## config.mk

```make
export PLATFORM = sky130hd
export DESIGN_NAME = arabic_light_stemmer
export DESIGN_NICKNAME = d
export VERILOG_FILES = /design/src/hw/rtl/asl_pkg.sv /design/src/hw/rtl/asl_front.sv /design/src/hw/rtl/asl_back.sv /design/src/hw/rtl/arabic_light_stemmer.sv
export VERILOG_INCLUDE_DIRS = /design/src /design/src/hw/rtl
export SDC_FILE = /design/constraint.sdc
export NUM_CORES = 1
export LEC_CHECK = 0
export BUFFER_PORTS_ARGS = -buffer_cell sky130_fd_sc_hd__clkbuf_2
export CORE_ASPECT_RATIO = 0.7
export CORE_UTILIZATION = 39
export DETAILED_ROUTE_END_ITERATION = 8
export SYNTH_ARGS = -nofsm -noshare
export SYNTH_HDL_FRONTEND = slang
export SYNTH_SLANG_ARGS = --single-unit
```

## constraint.sdc

```tcl
create_clock -name clk -period 5.5 [get_ports clk]
set_input_delay 0.275 -clock clk [delete_from_list [all_inputs] [get_ports clk]]
set_output_delay 0.275 -clock clk [all_outputs]
set_load 0.005 [all_outputs]
```

## src/hw/rtl/arabic_light_stemmer_assert.svh

```systemverilog
// Assertion macros used by the stemmer RTL.
`ifndef ARABIC_LIGHT_STEMMER_ASSERT_SVH
`define ARABIC_LIGHT_STEMMER_ASSERT_SVH

// Same-cycle implication, checked out of reset.
`define ASL_ASSERT_IMPL(label, clk, rst_n, ante, cons) \
    label: assert property (@(posedge clk) disable iff (!rst_n) (ante) |-> (cons)) \
        else $error("stemmer assertion failed");

// Next-cycle implication, checked out of reset.
`define ASL_ASSERT_NEXT(label, clk, rst_n, ante, cons) \
    label: assert property (@(posedge clk) disable iff (!rst_n) (ante) |=> (cons)) \
        else $error("stemmer assertion failed");

`endif

```

## src/hw/rtl/asl_pkg.sv

```systemverilog
package asl_pkg;

    localparam int LEN_W     = 8;
    localparam int BYTES_W   = 48;
    localparam int MIN_W     = 5;
    localparam int START_W   = 3;
    localparam int AFFIX_W   = 3;
    localparam int N_PREFIX  = 12;
    localparam int N_SUFFIX  = 15;
    localparam int S_DATA_W  = 104;   // word_length + head + tail, already whole bytes
    localparam int M_DATA_W  = 16;    // stem_start + stem_length, padded to two bytes

    localparam logic [MIN_W-1:0] MIN_STEM_RESET = 5'd4;

    typedef struct packed {
        logic               hit;
        logic [AFFIX_W-1:0] len;
    } asl_affix_t;

    typedef logic [BYTES_W-1:0] pat_t;
    typedef logic [AFFIX_W-1:0] alen_t;

    // Prefixes: byte 0 in the low bits. wal fal bal kal lil al w f b k l s
    localparam pat_t PREFIX_PAT [N_PREFIX] = '{
        48'h84D9_A7D8_88D9, 48'h84D9_A7D8_81D9, 48'h84D9_A7D8_A8D8,
        48'h84D9_A7D8_83D9, 48'h0000_84D9_84D9, 48'h0000_84D9_A7D8,
        48'h0000_0000_88D9, 48'h0000_0000_81D9, 48'h0000_0000_A8D8,
        48'h0000_0000_83D9, 48'h0000_0000_84D9, 48'h0000_0000_B3D8
    };
    localparam alen_t PREFIX_LEN [N_PREFIX] = '{
        3'd6, 3'd6, 3'd6, 3'd6, 3'd4, 3'd4,
        3'd2, 3'd2, 3'd2, 3'd2, 3'd2, 3'd2
    };

    // Suffixes: aligned to the top of the tail window, final byte in bits 47:40.
    // huma kuma kum hum hunna kunna ha na at un in an ta-marbuta ha ya
    localparam pat_t SUFFIX_PAT [N_SUFFIX] = '{
        48'hA7D8_85D9_87D9, 48'hA7D8_85D9_83D9, 48'h85D9_83D9_0000,
        48'h85D9_87D9_0000, 48'h86D9_87D9_0000, 48'h86D9_83D9_0000,
        48'hA7D8_87D9_0000, 48'hA7D8_86D9_0000, 48'hAAD8_A7D8_0000,
        48'h86D9_88D9_0000, 48'h86D9_8AD9_0000, 48'h86D9_A7D8_0000,
        48'hA9D8_0000_0000, 48'h87D9_0000_0000, 48'h8AD9_0000_0000
    };
    localparam alen_t SUFFIX_LEN [N_SUFFIX] = '{
        3'd6, 3'd6, 3'd4, 3'd4, 3'd4, 3'd4, 3'd4, 3'd4,
        3'd4, 3'd4, 3'd4, 3'd4, 3'd2, 3'd2, 3'd2
    };

    function automatic pat_t front_mask(input alen_t n);
        front_mask = ~({BYTES_W{1'b1}} << (8 * n));
    endfunction

    function automatic pat_t back_mask(input alen_t n);
        back_mask = ~({BYTES_W{1'b1}} >> (8 * n));
    endfunction

endpackage

```

## src/hw/rtl/asl_front.sv

```systemverilog
module asl_front (
    input  logic [asl_pkg::LEN_W-1:0]   len,
    input  logic [asl_pkg::MIN_W-1:0]   min_stem,
    input  logic [asl_pkg::BYTES_W-1:0] head,
    output asl_pkg::asl_affix_t         prefix
);
    import asl_pkg::*;

    logic [N_PREFIX-1:0] cand;

    // every candidate in parallel, then the first in list order wins
    always_comb
    begin
        for (int k = 0; k < N_PREFIX; k++)
        begin
            cand[k] = ({1'b0, len} >= (9'(PREFIX_LEN[k]) + 9'(min_stem)))
                      && (((head ^ PREFIX_PAT[k]) & front_mask(PREFIX_LEN[k])) == '0);
        end
    end

    always_comb
    begin
        prefix = '0;
        for (int k = N_PREFIX - 1; k >= 0; k--)
        begin
            if (cand[k])
            begin
                prefix.hit = 1'b1;
                prefix.len = PREFIX_LEN[k];
            end
        end
    end

endmodule

```

## src/hw/rtl/asl_back.sv

```systemverilog
module asl_back (
    input  logic [asl_pkg::LEN_W-1:0]   remain,
    input  logic [asl_pkg::MIN_W-1:0]   min_stem,
    input  logic [asl_pkg::BYTES_W-1:0] tail,
    output asl_pkg::asl_affix_t         suffix
);
    import asl_pkg::*;

    logic [N_SUFFIX-1:0] cand;

    always_comb
    begin
        for (int k = 0; k < N_SUFFIX; k++)
        begin
            cand[k] = ({1'b0, remain} >= (9'(SUFFIX_LEN[k]) + 9'(min_stem)))
                      && (((tail ^ SUFFIX_PAT[k]) & back_mask(SUFFIX_LEN[k])) == '0);
        end
    end

    always_comb
    begin
        suffix = '0;
        for (int k = N_SUFFIX - 1; k >= 0; k--)
        begin
            if (cand[k])
            begin
                suffix.hit = 1'b1;
                suffix.len = SUFFIX_LEN[k];
            end
        end
    end

endmodule

```

## src/hw/rtl/arabic_light_stemmer.sv

```systemverilog
// A token passes through the input register, then the result register, which drives
// the master side.
// Throughput: one token per cycle; both stages advance whenever the result
// register is empty or being taken, so the slave side only stalls on output back-pressure.
// Reset (rst_n, asynchronous, active low): pipeline empty, min_stem_bytes = 4.
module arabic_light_stemmer #(
    parameter int MAX_WORD_BYTES = 255
) (
    input  logic                          clk,
    input  logic                          rst_n,
    // configuration: min_stem_bytes
    input  logic                          cfg_wen,
    input  logic [asl_pkg::MIN_W-1:0]     cfg_wdata,
    // token in
    input  logic                          s_tvalid,
    output logic                          s_tready,
    input  logic [asl_pkg::S_DATA_W-1:0]  s_tdata,   // word_length[7:0], head_bytes[55:8],
                                                     // tail_bytes[103:56]
    input  logic                          s_tlast,   // last_token
    // stem out
    output logic                          m_tvalid,
    input  logic                          m_tready,
    output logic [asl_pkg::M_DATA_W-1:0]  m_tdata,   // stem_start[2:0], stem_length[10:3], zero pad
    output logic                          m_tlast    // last_stem
);
    import asl_pkg::*;

    // lengths above the configured maximum saturate; an 8-bit length never exceeds 255
    localparam logic [LEN_W-1:0] LEN_CAP =
        LEN_W'((MAX_WORD_BYTES < 255) ? MAX_WORD_BYTES : 255);

    logic [MIN_W-1:0]   min_reg;

    // input register
    logic               in_valid_reg;
    logic [LEN_W-1:0]   len_in_reg;
    logic [BYTES_W-1:0] head_reg;
    logic [BYTES_W-1:0] tail_reg;
    logic               last_in_reg;

    // result register
    logic               out_valid_reg;
    logic [START_W-1:0] start_reg;
    logic [LEN_W-1:0]   stem_len_reg;
    logic               last_out_reg;

    logic               advance;
    logic [LEN_W-1:0]   len;
    logic [LEN_W-1:0]   start_ext;
    logic [LEN_W-1:0]   remain;
    logic [LEN_W-1:0]   stem_cut;
    logic               strip_ok;
    asl_affix_t         prefix;
    asl_affix_t         suffix;
    logic [START_W-1:0] start_next;
    logic [LEN_W-1:0]   stem_len_next;

    // result register frees up when empty or when its transfer completes
    assign advance  = !out_valid_reg || m_tready;
    assign s_tready = !in_valid_reg || advance;

    always_ff @(posedge clk or negedge rst_n)
    begin
        if (!rst_n)
        begin
            min_reg <= MIN_STEM_RESET;
        end
        else if (cfg_wen)
        begin
            min_reg <= cfg_wdata;
        end
    end

    always_ff @(posedge clk or negedge rst_n)
    begin
        if (!rst_n)
        begin
            in_valid_reg  <= 1'b0;
            out_valid_reg <= 1'b0;
        end
        else
        begin
            if (s_tready)
            begin
                in_valid_reg <= s_tvalid;
            end
            if (advance)
            begin
                out_valid_reg <= in_valid_reg;
            end
        end
    end

    // payload registers, no reset needed
    always_ff @(posedge clk)
    begin
        if (s_tready && s_tvalid)
        begin
            len_in_reg  <= s_tdata[LEN_W-1:0];
            head_reg    <= s_tdata[LEN_W +: BYTES_W];
            tail_reg    <= s_tdata[LEN_W + BYTES_W +: BYTES_W];
            last_in_reg <= s_tlast;
        end
        if (advance && in_valid_reg)
        begin
            start_reg    <= start_next;
            stem_len_reg <= stem_len_next;
            last_out_reg <= last_in_reg;
        end
    end

    assign len = (len_in_reg > LEN_CAP) ? LEN_CAP : len_in_reg;

    asl_front u_front (
        .len      (len),
        .min_stem (min_reg),
        .head     (head_reg),
        .prefix   (prefix)
    );

    // prefix only taken when it leaves at least min bytes, so no underflow here
    assign start_ext = prefix.hit ? LEN_W'(prefix.len) : '0;
    assign remain    = len - start_ext;

    asl_back u_back (
        .remain   (remain),
        .min_stem (min_reg),
        .tail     (tail_reg),
        .suffix   (suffix)
    );

    assign stem_cut = suffix.hit ? LEN_W'(suffix.len) : '0;

    // short token, or nothing left of the stem (only with a zero minimum): pass through
    assign strip_ok = (len > LEN_W'(min_reg)) && (remain > stem_cut);

    always_comb
    begin
        if (strip_ok)
        begin
            start_next    = START_W'(start_ext);
            stem_len_next = remain - stem_cut;
        end
        else
        begin
            start_next    = '0;
            stem_len_next = len;
        end
    end

    assign m_tvalid = out_valid_reg;
    assign m_tdata  = {{(M_DATA_W - START_W - LEN_W){1'b0}}, stem_len_reg, start_reg};
    assign m_tlast  = last_out_reg;

`include "arabic_light_stemmer_assert.svh"

    // prefix lengths are even and at most six bytes
    `ASL_ASSERT_IMPL(a_start_legal, clk, rst_n, m_tvalid,
        (m_tdata[0] == 1'b0) && (m_tdata[2:0] != 3'd7))
    // stem never runs past the saturated token end
    `ASL_ASSERT_IMPL(a_stem_fits, clk, rst_n, m_tvalid,
        ({1'b0, stem_len_reg} + 9'(start_reg)) <= 9'(LEN_CAP))
    // slave side stalls only behind a full pipe with a blocked output
    `ASL_ASSERT_IMPL(a_stall_cause, clk, rst_n, !s_tready,
        in_valid_reg && out_valid_reg && !m_tready)
    // a held token moves to the result register on the next edge when it can
    `ASL_ASSERT_NEXT(a_moves_on, clk, rst_n, in_valid_reg && advance, m_tvalid)

endmodule
```

==> results of run 1 <==
## routing by layer
layer  part of all wire (%)  up-vias  global-route usage, %
met5                      0        -                      0
li1                       -     1973                      -
met4                    1.7        0                   5.61
met2                     46      124                   29.9
met3                    5.3       24                   5.40
met1                     47     1925                   23.7
## timing repair
item | in CTS | in global routing
hold endpoints to repair | 7 | 0
hold buffers | 1 | 0
gates resized for setup | 31 | 37
endpoints found under the setup margin | 9 | 9
pin swaps | 35 | 42
setup buffers | 33 | 6
## cell families (layout without fill, tap and decap cells)
kind of cell	Yosys count	in the layout	synth area share [%]
other cells	1	6	0.0660
xor+xnor	15	15	2.31
fa+ha+maj	41	41	9.18
buf+inv	25	257	2.31
compound gates	57	57	7.26
mux	6	6	1.17
simple gates	128	128	13.8
flops	122	122	63.9
## through the flow
| stage | power (mW) | worst slack (ps) | TNS (ps) | hold slack [ps] | instance area [um^2] |
|---|---|---|---|---|---|
| floorplan | 1.30 | -87.0 | -87.0 | -20.6 | 5790 |
| global placement | 1.42 | -211 | -1150 | 119 | 6950 |
| detailed placement | 1.43 | -466 | -2890 | 124 | 6950 |
| CTS | 2.53 | -143 | -764 | 19.4 | 7940 |
| global route | 2.64 | -406 | -3140 | 14.8 | 8180 |
| finish | 2.54 | -235 | -1570 | 36.6 | 8180 |
## cells in the mapped netlist (2+ instances only)
| master | count | share of area [%] |
|---|---|---|
| nor4b_1 | 10 | 1.5 |
| maj3_1 | 2 | 0.35 |
| o221ai_1 | 3 | 0.46 |
| or3_1 | 2 | 0.22 |
| o211ai_1 | 2 | 0.26 |
| nor3b_1 | 5 | 0.66 |
| nor2b_1 | 4 | 0.44 |
| xnor2_1 | 11 | 1.7 |
| or2_2 | 2 | 0.22 |
| and4b_1 | 4 | 0.70 |
| dfrtp_1 | 6 | 2.6 |
| nand2_1 | 21 | 1.4 |
| edfxtp_1 | 115 | 61 |
| a211oi_1 | 4 | 0.53 |
| a21oi_1 | 13 | 1.1 |
| nor3_1 | 10 | 0.88 |
| a311oi_1 | 3 | 0.46 |
| nor4_1 | 3 | 0.33 |
| buf_4 | 8 | 1.1 |
| nand4_1 | 3 | 0.33 |
| nand2b_1 | 10 | 1.1 |
| nor2_1 | 17 | 1.1 |
| nor4bb_1 | 2 | 0.35 |
| and3_1 | 2 | 0.22 |
| o21ai_0 | 12 | 1.1 |
| nand4b_1 | 5 | 0.77 |
| ha_1 | 36 | 7.9 |
| o21bai_1 | 2 | 0.26 |
| inv_1 | 15 | 0.99 |
| and2_1 | 4 | 0.44 |
| xor2_1 | 4 | 0.62 |
| o21ai_1 | 4 | 0.35 |
| nand3_1 | 10 | 0.88 |
| nand3b_1 | 5 | 0.66 |
| fa_1 | 2 | 0.70 |
| mux2i_1 | 4 | 0.70 |
## worst max path at each step
stage | startpoint | endpoint | slack (ps)
6_report | min_reg[2] | stem_len_reg[2] | -240
5_1_grt | min_reg[2] | stem_len_reg[2] | -410
4_1_cts | min_reg[2] | stem_len_reg[2] | -140
3_5_place_dp | min_reg[2] | stem_len_reg[4] | -470
3_3_place_gp | min_reg[2] | stem_len_reg[2] | -210
2_1_floorplan | min_reg[2] | stem_len_reg[2] | -90
## power by group
group | total (mW) | internal (mW) | leakage (nW) | switching (mW)
Sequential | 1.12 | 1.09 | 1.19 | 0.0266
Combinational | 0.350 | 0.173 | 1.74 | 0.177
Clock | 1.07 | 0.632 | 0.270 | 0.437
Total | 2.54 | 1.90 | 3.19 | 0.640
## area by class of cell
type | instances | area [um^2]
fill | 1138 | 5870
sequential | 122 | 3630
multi-input combinational | 253 | 2400
timing repair buffer | 210 | 1280
clock buffer | 18 | 429
tap | 190 | 238
clock inverter | 14 | 136
inverter | 15 | 63.8
==> run metrics, run 1 <==
most common cell after layout, fill and taps aside clkbuf_2; Clock Pin Slew Worst Setup and Hold Paths 60 ps; Die ar. 15,100 um^2; Leakage Power 3.19 nW; pwr dens 310 nW/um^2; critical path arrival 5900 ps; Final period util 104%; synthesized area 5680 um^2; max cap viols 0; input/output buffers 126; DR WL/cell 16.1 um; Max clock buf depth 2; minimum clock period 5740 ps; Post-DP HPWL 9390 um; Worst R2R Start min_reg[2]; Hold Path Origin s_tdata[60]; commonest cells after routing, fill and taps aside clkbuf_2 (126), edfxtp_1 (115), buf_4 (78), ha_1 (22), nand2_1 (20); R2R cell count 25; layout cells sized above 1 49.8%; Final Setup Violations 9; Post-synth top flop edfxtp_1; row count 36; CTS tree done; ys async rst share 5.74%; gate count of the mapped netlist 395; EDFF count, synth 115; Synth Area per Inst 14.4 um^2; #FFs+latches synth 122; Ys Warns 0; Die Width 146 um; Largest register FFs 48; Top Ports 134; final hold vios 0; final core utilization 58.2%; Setup WS post-layout -235 ps; Overflow after GRT 0; worst min path class in -> reg; Root Driver clkbuf_16; WL final 13,200 um; path type of the worst setup path reg -> reg; Rel. slew slack 44.8%; Max FO, Critical Path 4; kind of cell adding the most delay to the critical path adder cells; Residual DRC 0; H-tree levels 4; CTS Sinks 122; Chip Height 103 um; failing checks negative setup slack; CP dominant cell by count ha_4; number of stages on the worst setup path 25; status finished with violations; Placer Congestion 0.862; WHS Endpoint tail_reg[4]; Buf/Inv on CP 3; antenna violations before repair 0; R2R Path End stem_len_reg[2]; vias per cell 4.92; max-slew violation count 0; largest net degree at the start of global routing 69; Req. time, crit path 5660 ps; CTS buffer count 17; Yosys cell types 66; Clock Skews 8.44 ps; reg-to-reg setup timing slack -240 ps; Placed Cells incl. Taps 755; Vias 4,046; Min-Delay Path Depth 1; antenna fix cells 0; critical path's largest stage delay 650 ps; f_max 0.174 GHz; DRT Pass-1 Iters 4; RSZ-0062 raised after global routing true; Seq/Total Area, Yosys 63.9%; Total GRT Usage 18.3%; Initial Utilization 40.4%; Initial DRC Count 129; crit end category flop; Slew @ Worst Pin 828 ps; Non-Filler Instances 822; Startpoint Class flop; critical path's slowest cell fa_2; Final nets 772; vias in the first global route 4,169; Std-Cell Core Area 14,100 um^2; first-pass GRT wire length 20,900 um; area delta synth->final 43.9%; peak supply drop 0.241 mV; latest clock arrival within the worst-skew pair 410 ps; ANT nets after route 0
(Power assumes the default switching activity.)
==> run 2: changes to the inputs <==
--- a/config.mk
+++ b/config.mk
@@ -7,9 +7,11 @@
 export NUM_CORES = 1
 export LEC_CHECK = 0
 export BUFFER_PORTS_ARGS = -buffer_cell sky130_fd_sc_hd__clkbuf_2
+export CAP_MARGIN = 10
 export CORE_ASPECT_RATIO = 0.7
 export CORE_UTILIZATION = 39
 export DETAILED_ROUTE_END_ITERATION = 8
+export SKIP_CTS_REPAIR_TIMING = 1
 export SYNTH_ARGS = -nofsm -noshare
 export SYNTH_HDL_FRONTEND = slang
 export SYNTH_SLANG_ARGS = --single-unit
==> run metrics, run 2 (synthesized netlist as in run 1, its figures left out) <==
status finished with violations (unchanged); failing checks negative setup slack (unchanged); Non-Filler Instances 795 (was 822); DR WL/cell 15.8 um (was 16.1 um); Root Driver clkbuf_16 (unchanged); CTS tree done (unchanged); antenna fix cells 0 (unchanged); footprint of the multi-input gates 2280 um^2 (was 2400 um^2); final core utilization 55.8% (was 58.2%); total power 2.52 mW (was 2.54 mW); Placed Cells incl. Taps 755 (unchanged); latest clock arrival within the worst-skew pair 410 ps (about the same); Std-Cell Core Area 14,100 um^2 (unchanged); critical path arrival 5930 ps (was 5900 ps); ANT nets after route 0 (unchanged); Initial DRC Count 147 (was 129); DRT Pass-1 Iters 5 (was 4); worst min path class in -> reg (unchanged); Vias 3,934 (was 4,046); post-place setup slack -466 ps (unchanged); CTS buffer count 17 (unchanged); Max FO, Critical Path 4 (unchanged); crit end category flop (unchanged); Initial Utilization 40.4% (unchanged); Die Width 146 um (unchanged); final hold vios 0 (unchanged); Chip Height 103 um (unchanged); Post-DP HPWL 9390 um (unchanged); commonest cells after routing, fill and taps aside clkbuf_2 (126), edfxtp_1 (115), buf_4 (53), ha_1 (27), nand2_1 (21) (was clkbuf_2 (126), edfxtp_1 (115), buf_4 (78), ha_1 (22), nand2_1 (20)); vias per cell 4.95 (was 4.92); Top Ports 134 (unchanged); final hold slack 37.3 ps (was 36.6 ps); RSZ-0062 raised after global routing true (unchanged); Final Setup Violations 9 (unchanged); path type of the worst setup path reg -> reg (unchanged); critical path's slowest cell fa_2 (unchanged); input/output buffers 126 (unchanged); Final nets 745 (was 772); minimum clock period 5770 ps (was 5740 ps); max cap viols 0 (unchanged); Buf/Inv on CP 3 (unchanged); Total GRT Usage 17.1% (was 18.3%); Req. time, crit path 5660 ps (about the same); Fillers 1,153 (was 1,138); WL final 12,600 um (was 13,200 um); most common cell after layout, fill and taps aside clkbuf_2 (unchanged); Max clock buf depth 2 (unchanged); CTS Sinks 122 (unchanged); Leakage Power 3.07 nW (was 3.19 nW); kind of cell adding the most delay to the critical path adder cells (unchanged); antenna violations before repair 0 (unchanged); largest net degree at the start of global routing 69 (unchanged); Clock Pin Slew Worst Setup and Hold Paths 60 ps (about the same); layout cells sized above 1 45.0% (was 49.8%); f_max 0.173 GHz (was 0.174 GHz); peak supply drop 0.226 mV (was 0.241 mV); max-slew violation count 0 (unchanged); Slew @ Worst Pin 834 ps (was 828 ps); Placer Congestion 0.862 (unchanged); Rel. slew slack 44.4% (was 44.8%); Overflow after GRT 0 (unchanged); Startpoint Class flop (unchanged); Largest register FFs 48 (unchanged); Clock Skews 8.19 ps (was 8.44 ps); setup TNS -1920 ps (was -1570 ps); pwr dens 321 nW/um^2 (was 310 nW/um^2); first-pass GRT wire length 19,500 um (was 20,900 um); Final period util 105% (was 104%); area delta synth->final 38.0% (was 43.9%); Die ar. 15,100 um^2 (unchanged); critical path's largest stage delay 610 ps (was 650 ps); vias in the first global route 3,889 (was 4,169); Residual DRC 0 (unchanged); Setup WS post-layout -269 ps (was -235 ps); Reg area 3630 um^2 (unchanged); row count 36 (unchanged); H-tree levels 4 (unchanged); Area after DPL 6950 um^2 (unchanged); Final Cell Area 7840 um^2 (was 8180 um^2)
run 2: cell types whose count changed in the layout (fill, tap and decap cells not counted), sizes merged:
| cell | previous run | this run |
|---|---|---|
| buf | 83 | 56 |
run 2: layer usage:
metal / global-route usage [%] / routed length [um]
met5: 0 / 0
met4: 4.57 / 107
met3: 5.27 / 641
met2: 27.1 / 5730
met1: 23.0 / 6120
run 2: worst register-to-register path, stage by stage, from the launching register on:
cell and delay (ps):
dfstp_2 570, inv_4 60, ha_4 280, inv_4 40, ha_4 250, nand2b_1 60, o21ai_2 150, maj3_2 210
o211ai_1 90, a211o_1 330, nand2_1 100, ha_2 200, inv_2 40, fa_2 610, ha_4 230, a21oi_2 150
o21ai_2 80, maj3_2 290, maj3_2 300, a211oi_2 220, o21ai_1 90, ha_1 330, a31oi_2 100, o22a_4 250
a21oi_4 180, mux2_4 310
run 2: layout make-up:
| type | instances | share of cell area, % |
|---|---|---|
| Clock buffer | 18 | 5.47 |
| Clock inverter | 14 | 1.74 |
| Inverter | 15 | 0.782 |
| Multi-Input combinational cell | 253 | 29.0 |
| Sequential cell | 122 | 46.3 |
| Tap cell | 190 | 3.03 |
| Timing Repair Buffer | 183 | 13.7 |
run 2: worst paths after layout:
check,start,endpoint,slack [ps],cells after the start
max,min_reg[2],stem_len_reg[2],-270,25
min,s_tdata[60],tail_reg[4],40,1
max reg2reg,min_reg[2],stem_len_reg[2],-270,25
min reg2reg,last_in_reg,m_tlast,420,0
max in group asynchronous,rst_n,min_reg[2],5010,2
min in group asynchronous,rst_n,in_valid_reg,250,2
run 2: power breakdown:
group	total (mW)	switching (mW)	leakage, nW	internal [mW]
Combinational	0.331	0.170	1.61	0.161
Sequential	1.12	0.0265	1.19	1.09
Clock	1.07	0.437	0.270	0.632
Total	2.52	0.633	3.07	1.89
==> run 3: changes to the inputs <==
==> constraint.sdc (replaced) <==
create_clock -name clk -period 5.5 [get_ports clk]
set_input_delay 0 -clock clk [delete_from_list [all_inputs] [get_ports clk]]
set_output_delay 0 -clock clk [all_outputs]
set_load 0.005 [all_outputs]
==> run metrics, run 3 (synthesized netlist as in run 1, its figures left out) <==
DR WL/cell 15.8 um (about the same); row count 36 (unchanged); Leakage Power 3.52 nW (was 3.07 nW); most common cell after layout, fill and taps aside clkbuf_2 (unchanged); Top Ports 134 (unchanged); R2R Path End stem_len_reg[2] (unchanged); Final Setup Violations 9 (unchanged); vias in the first global route 3,785 (was 3,889); input/output buffers 126 (unchanged); max-slew violation count 0 (unchanged); worst min path class in -> async (was in -> reg); Root Driver clkbuf_16 (unchanged); critical path's slowest cell dfstp_2 (was fa_2); Req. time, crit path 5670 ps (was 5660 ps); Slew @ Worst Pin 683 ps (was 834 ps); CTS buffer count 17 (unchanged); Residual DRC 0 (unchanged); final hold vios 0 (unchanged); total power 2.66 mW (was 2.52 mW); Chip Height 103 um (unchanged); Max FO, Critical Path 3 (was 4); Clock Pin Slew Worst Setup and Hold Paths 60 ps (about the same); number of stages on the worst setup path 25 (unchanged); largest net degree at the start of global routing 57 (was 69); crit path from min_reg[2] (unchanged); crit end category flop (unchanged); Final nets 854 (was 745); Std-Cell Core Area 14,100 um^2 (unchanged); antenna violations before repair 0 (unchanged); Initial Utilization 40.4% (unchanged); Overflow after GRT 0 (unchanged); R2R cell count 25 (unchanged); latest clock arrival within the worst-skew pair 420 ps (was 410 ps); Die ar. 15,100 um^2 (unchanged); Initial DRC Count 150 (was 147); vias per cell 4.83 (was 4.95); setup TNS -1340 ps (was -1920 ps); failing checks negative setup slack (unchanged); Post-DP HPWL 9080 um (was 9390 um); Setup WS post-layout -234 ps (was -269 ps); Final Cell Area 8960 um^2 (was 7840 um^2); H-tree levels 4 (unchanged); critical path arrival 5900 ps (was 5930 ps); CTS tree done (unchanged); f_max 0.174 GHz (was 0.173 GHz); Placed Cells incl. Taps 741 (was 755); first-pass GRT wire length 19,000 um (was 19,500 um); path type of the worst setup path reg -> reg (unchanged); Worst R2R Start min_reg[2] (unchanged); reg-to-reg setup timing slack -230 ps (was -270 ps); Area after DPL 6850 um^2 (was 6950 um^2); Non-Filler Instances 904 (was 795); CTS Sinks 122 (unchanged); Placer Congestion 0.834 (was 0.862); Largest register FFs 48 (unchanged); layout cells sized above 1 36.1% (was 45.0%); final core utilization 63.8% (was 55.8%); area delta synth->final 57.6% (was 38.0%); Rel. slew slack 54.5% (was 44.4%); Buf/Inv on CP 1 (was 3); Vias 4,366 (was 3,934); Final period util 104% (was 105%); commonest cells after routing, fill and taps aside clkbuf_2 (126), dlygate4sd3_1 (123), edfxtp_1 (115), buf_4 (41), ha_1 (27) (was clkbuf_2 (126), edfxtp_1 (115), buf_4 (53), ha_1 (27), nand2_1 (21)); RSZ-0062 raised after global routing true (unchanged); minimum clock period 5730 ps (was 5770 ps); DRT Pass-1 Iters 4 (was 5); status finished with violations (unchanged); post-place setup slack -522 ps (was -466 ps); Total GRT Usage 16.9% (was 17.1%); Die Width 146 um (unchanged); final hold slack 90.0 ps (was 37.3 ps); ANT nets after route 0 (unchanged); max cap viols 0 (unchanged); pwr dens 297 nW/um^2 (was 321 nW/um^2); antenna fix cells 0 (unchanged); peak supply drop 0.183 mV (was 0.226 mV); WL final 14,300 um (was 12,600 um); kind of cell adding the most delay to the critical path compound AO/OA/AOI/OAI gates (was adder cells); critical path's largest stage delay 560 ps (was 610 ps); Max clock buf depth 2 (unchanged); Startpoint Class flop (unchanged); Clock Skews 6.49 ps (was 8.19 ps); CP Capture Point stem_len_reg[2] (unchanged)
-- run 3: cell types whose count changed in the layout (fill, tap and decap cells not counted), moves of 2 or more --
| cell | previous run | this run |
|---|---|---|
| dlygate4sd3_1 | 1 | 123 |
| nor2_1 | 17 | 14 |
| bufinv_16 | 1 | 3 |
| o221ai_1 | 1 | 3 |
| nor2_2 | 0 | 2 |
| buf_4 | 53 | 41 |
| o221ai_2 | 2 | 0 |
| a21oi_1 | 8 | 10 |
-- run 3: power breakdown --
part / switching [mW] / internal [mW] / leakage [nW]
sequential: 0.0273 / 1.09 / 1.19
clock: 0.434 / 0.722 / 0.294
combinational: 0.178 / 0.210 / 2.04
total: 0.639 / 2.02 / 3.52
-- run 3: final cells by class --
type	instances	area [um^2]
Multi-Input combinational cell	253	2230
Tap cell	190	238
Sequential cell	122	3630
Timing Repair Buffer	292	2190
Fill cell	1080	5090
Clock inverter	15	188
Inverter	15	61.3
Clock buffer	17	425
-- run 3: layer usage --
metal	global-route usage (%)	up-vias	share of wire [%]
li1	-	2139	-
met1	22.2	2074	46
met2	26.0	139	48
met3	5.84	14	5.4
met4	6.25	0	1.1
met5	0	-	0
-- run 3: worst min-delay path by stage --
stage	end	cells past startpoint	slack, ps	start
2_1_floorplan	in_valid_reg	0	-300	rst_n
3_3_place_gp	in_valid_reg	1	-150	rst_n
3_5_place_dp	in_valid_reg	1	-150	rst_n
4_1_cts	min_reg[3]	1	-610	rst_n
5_1_grt	min_reg[2]	2	90	rst_n
6_report	min_reg[2]	2	90	rst_n
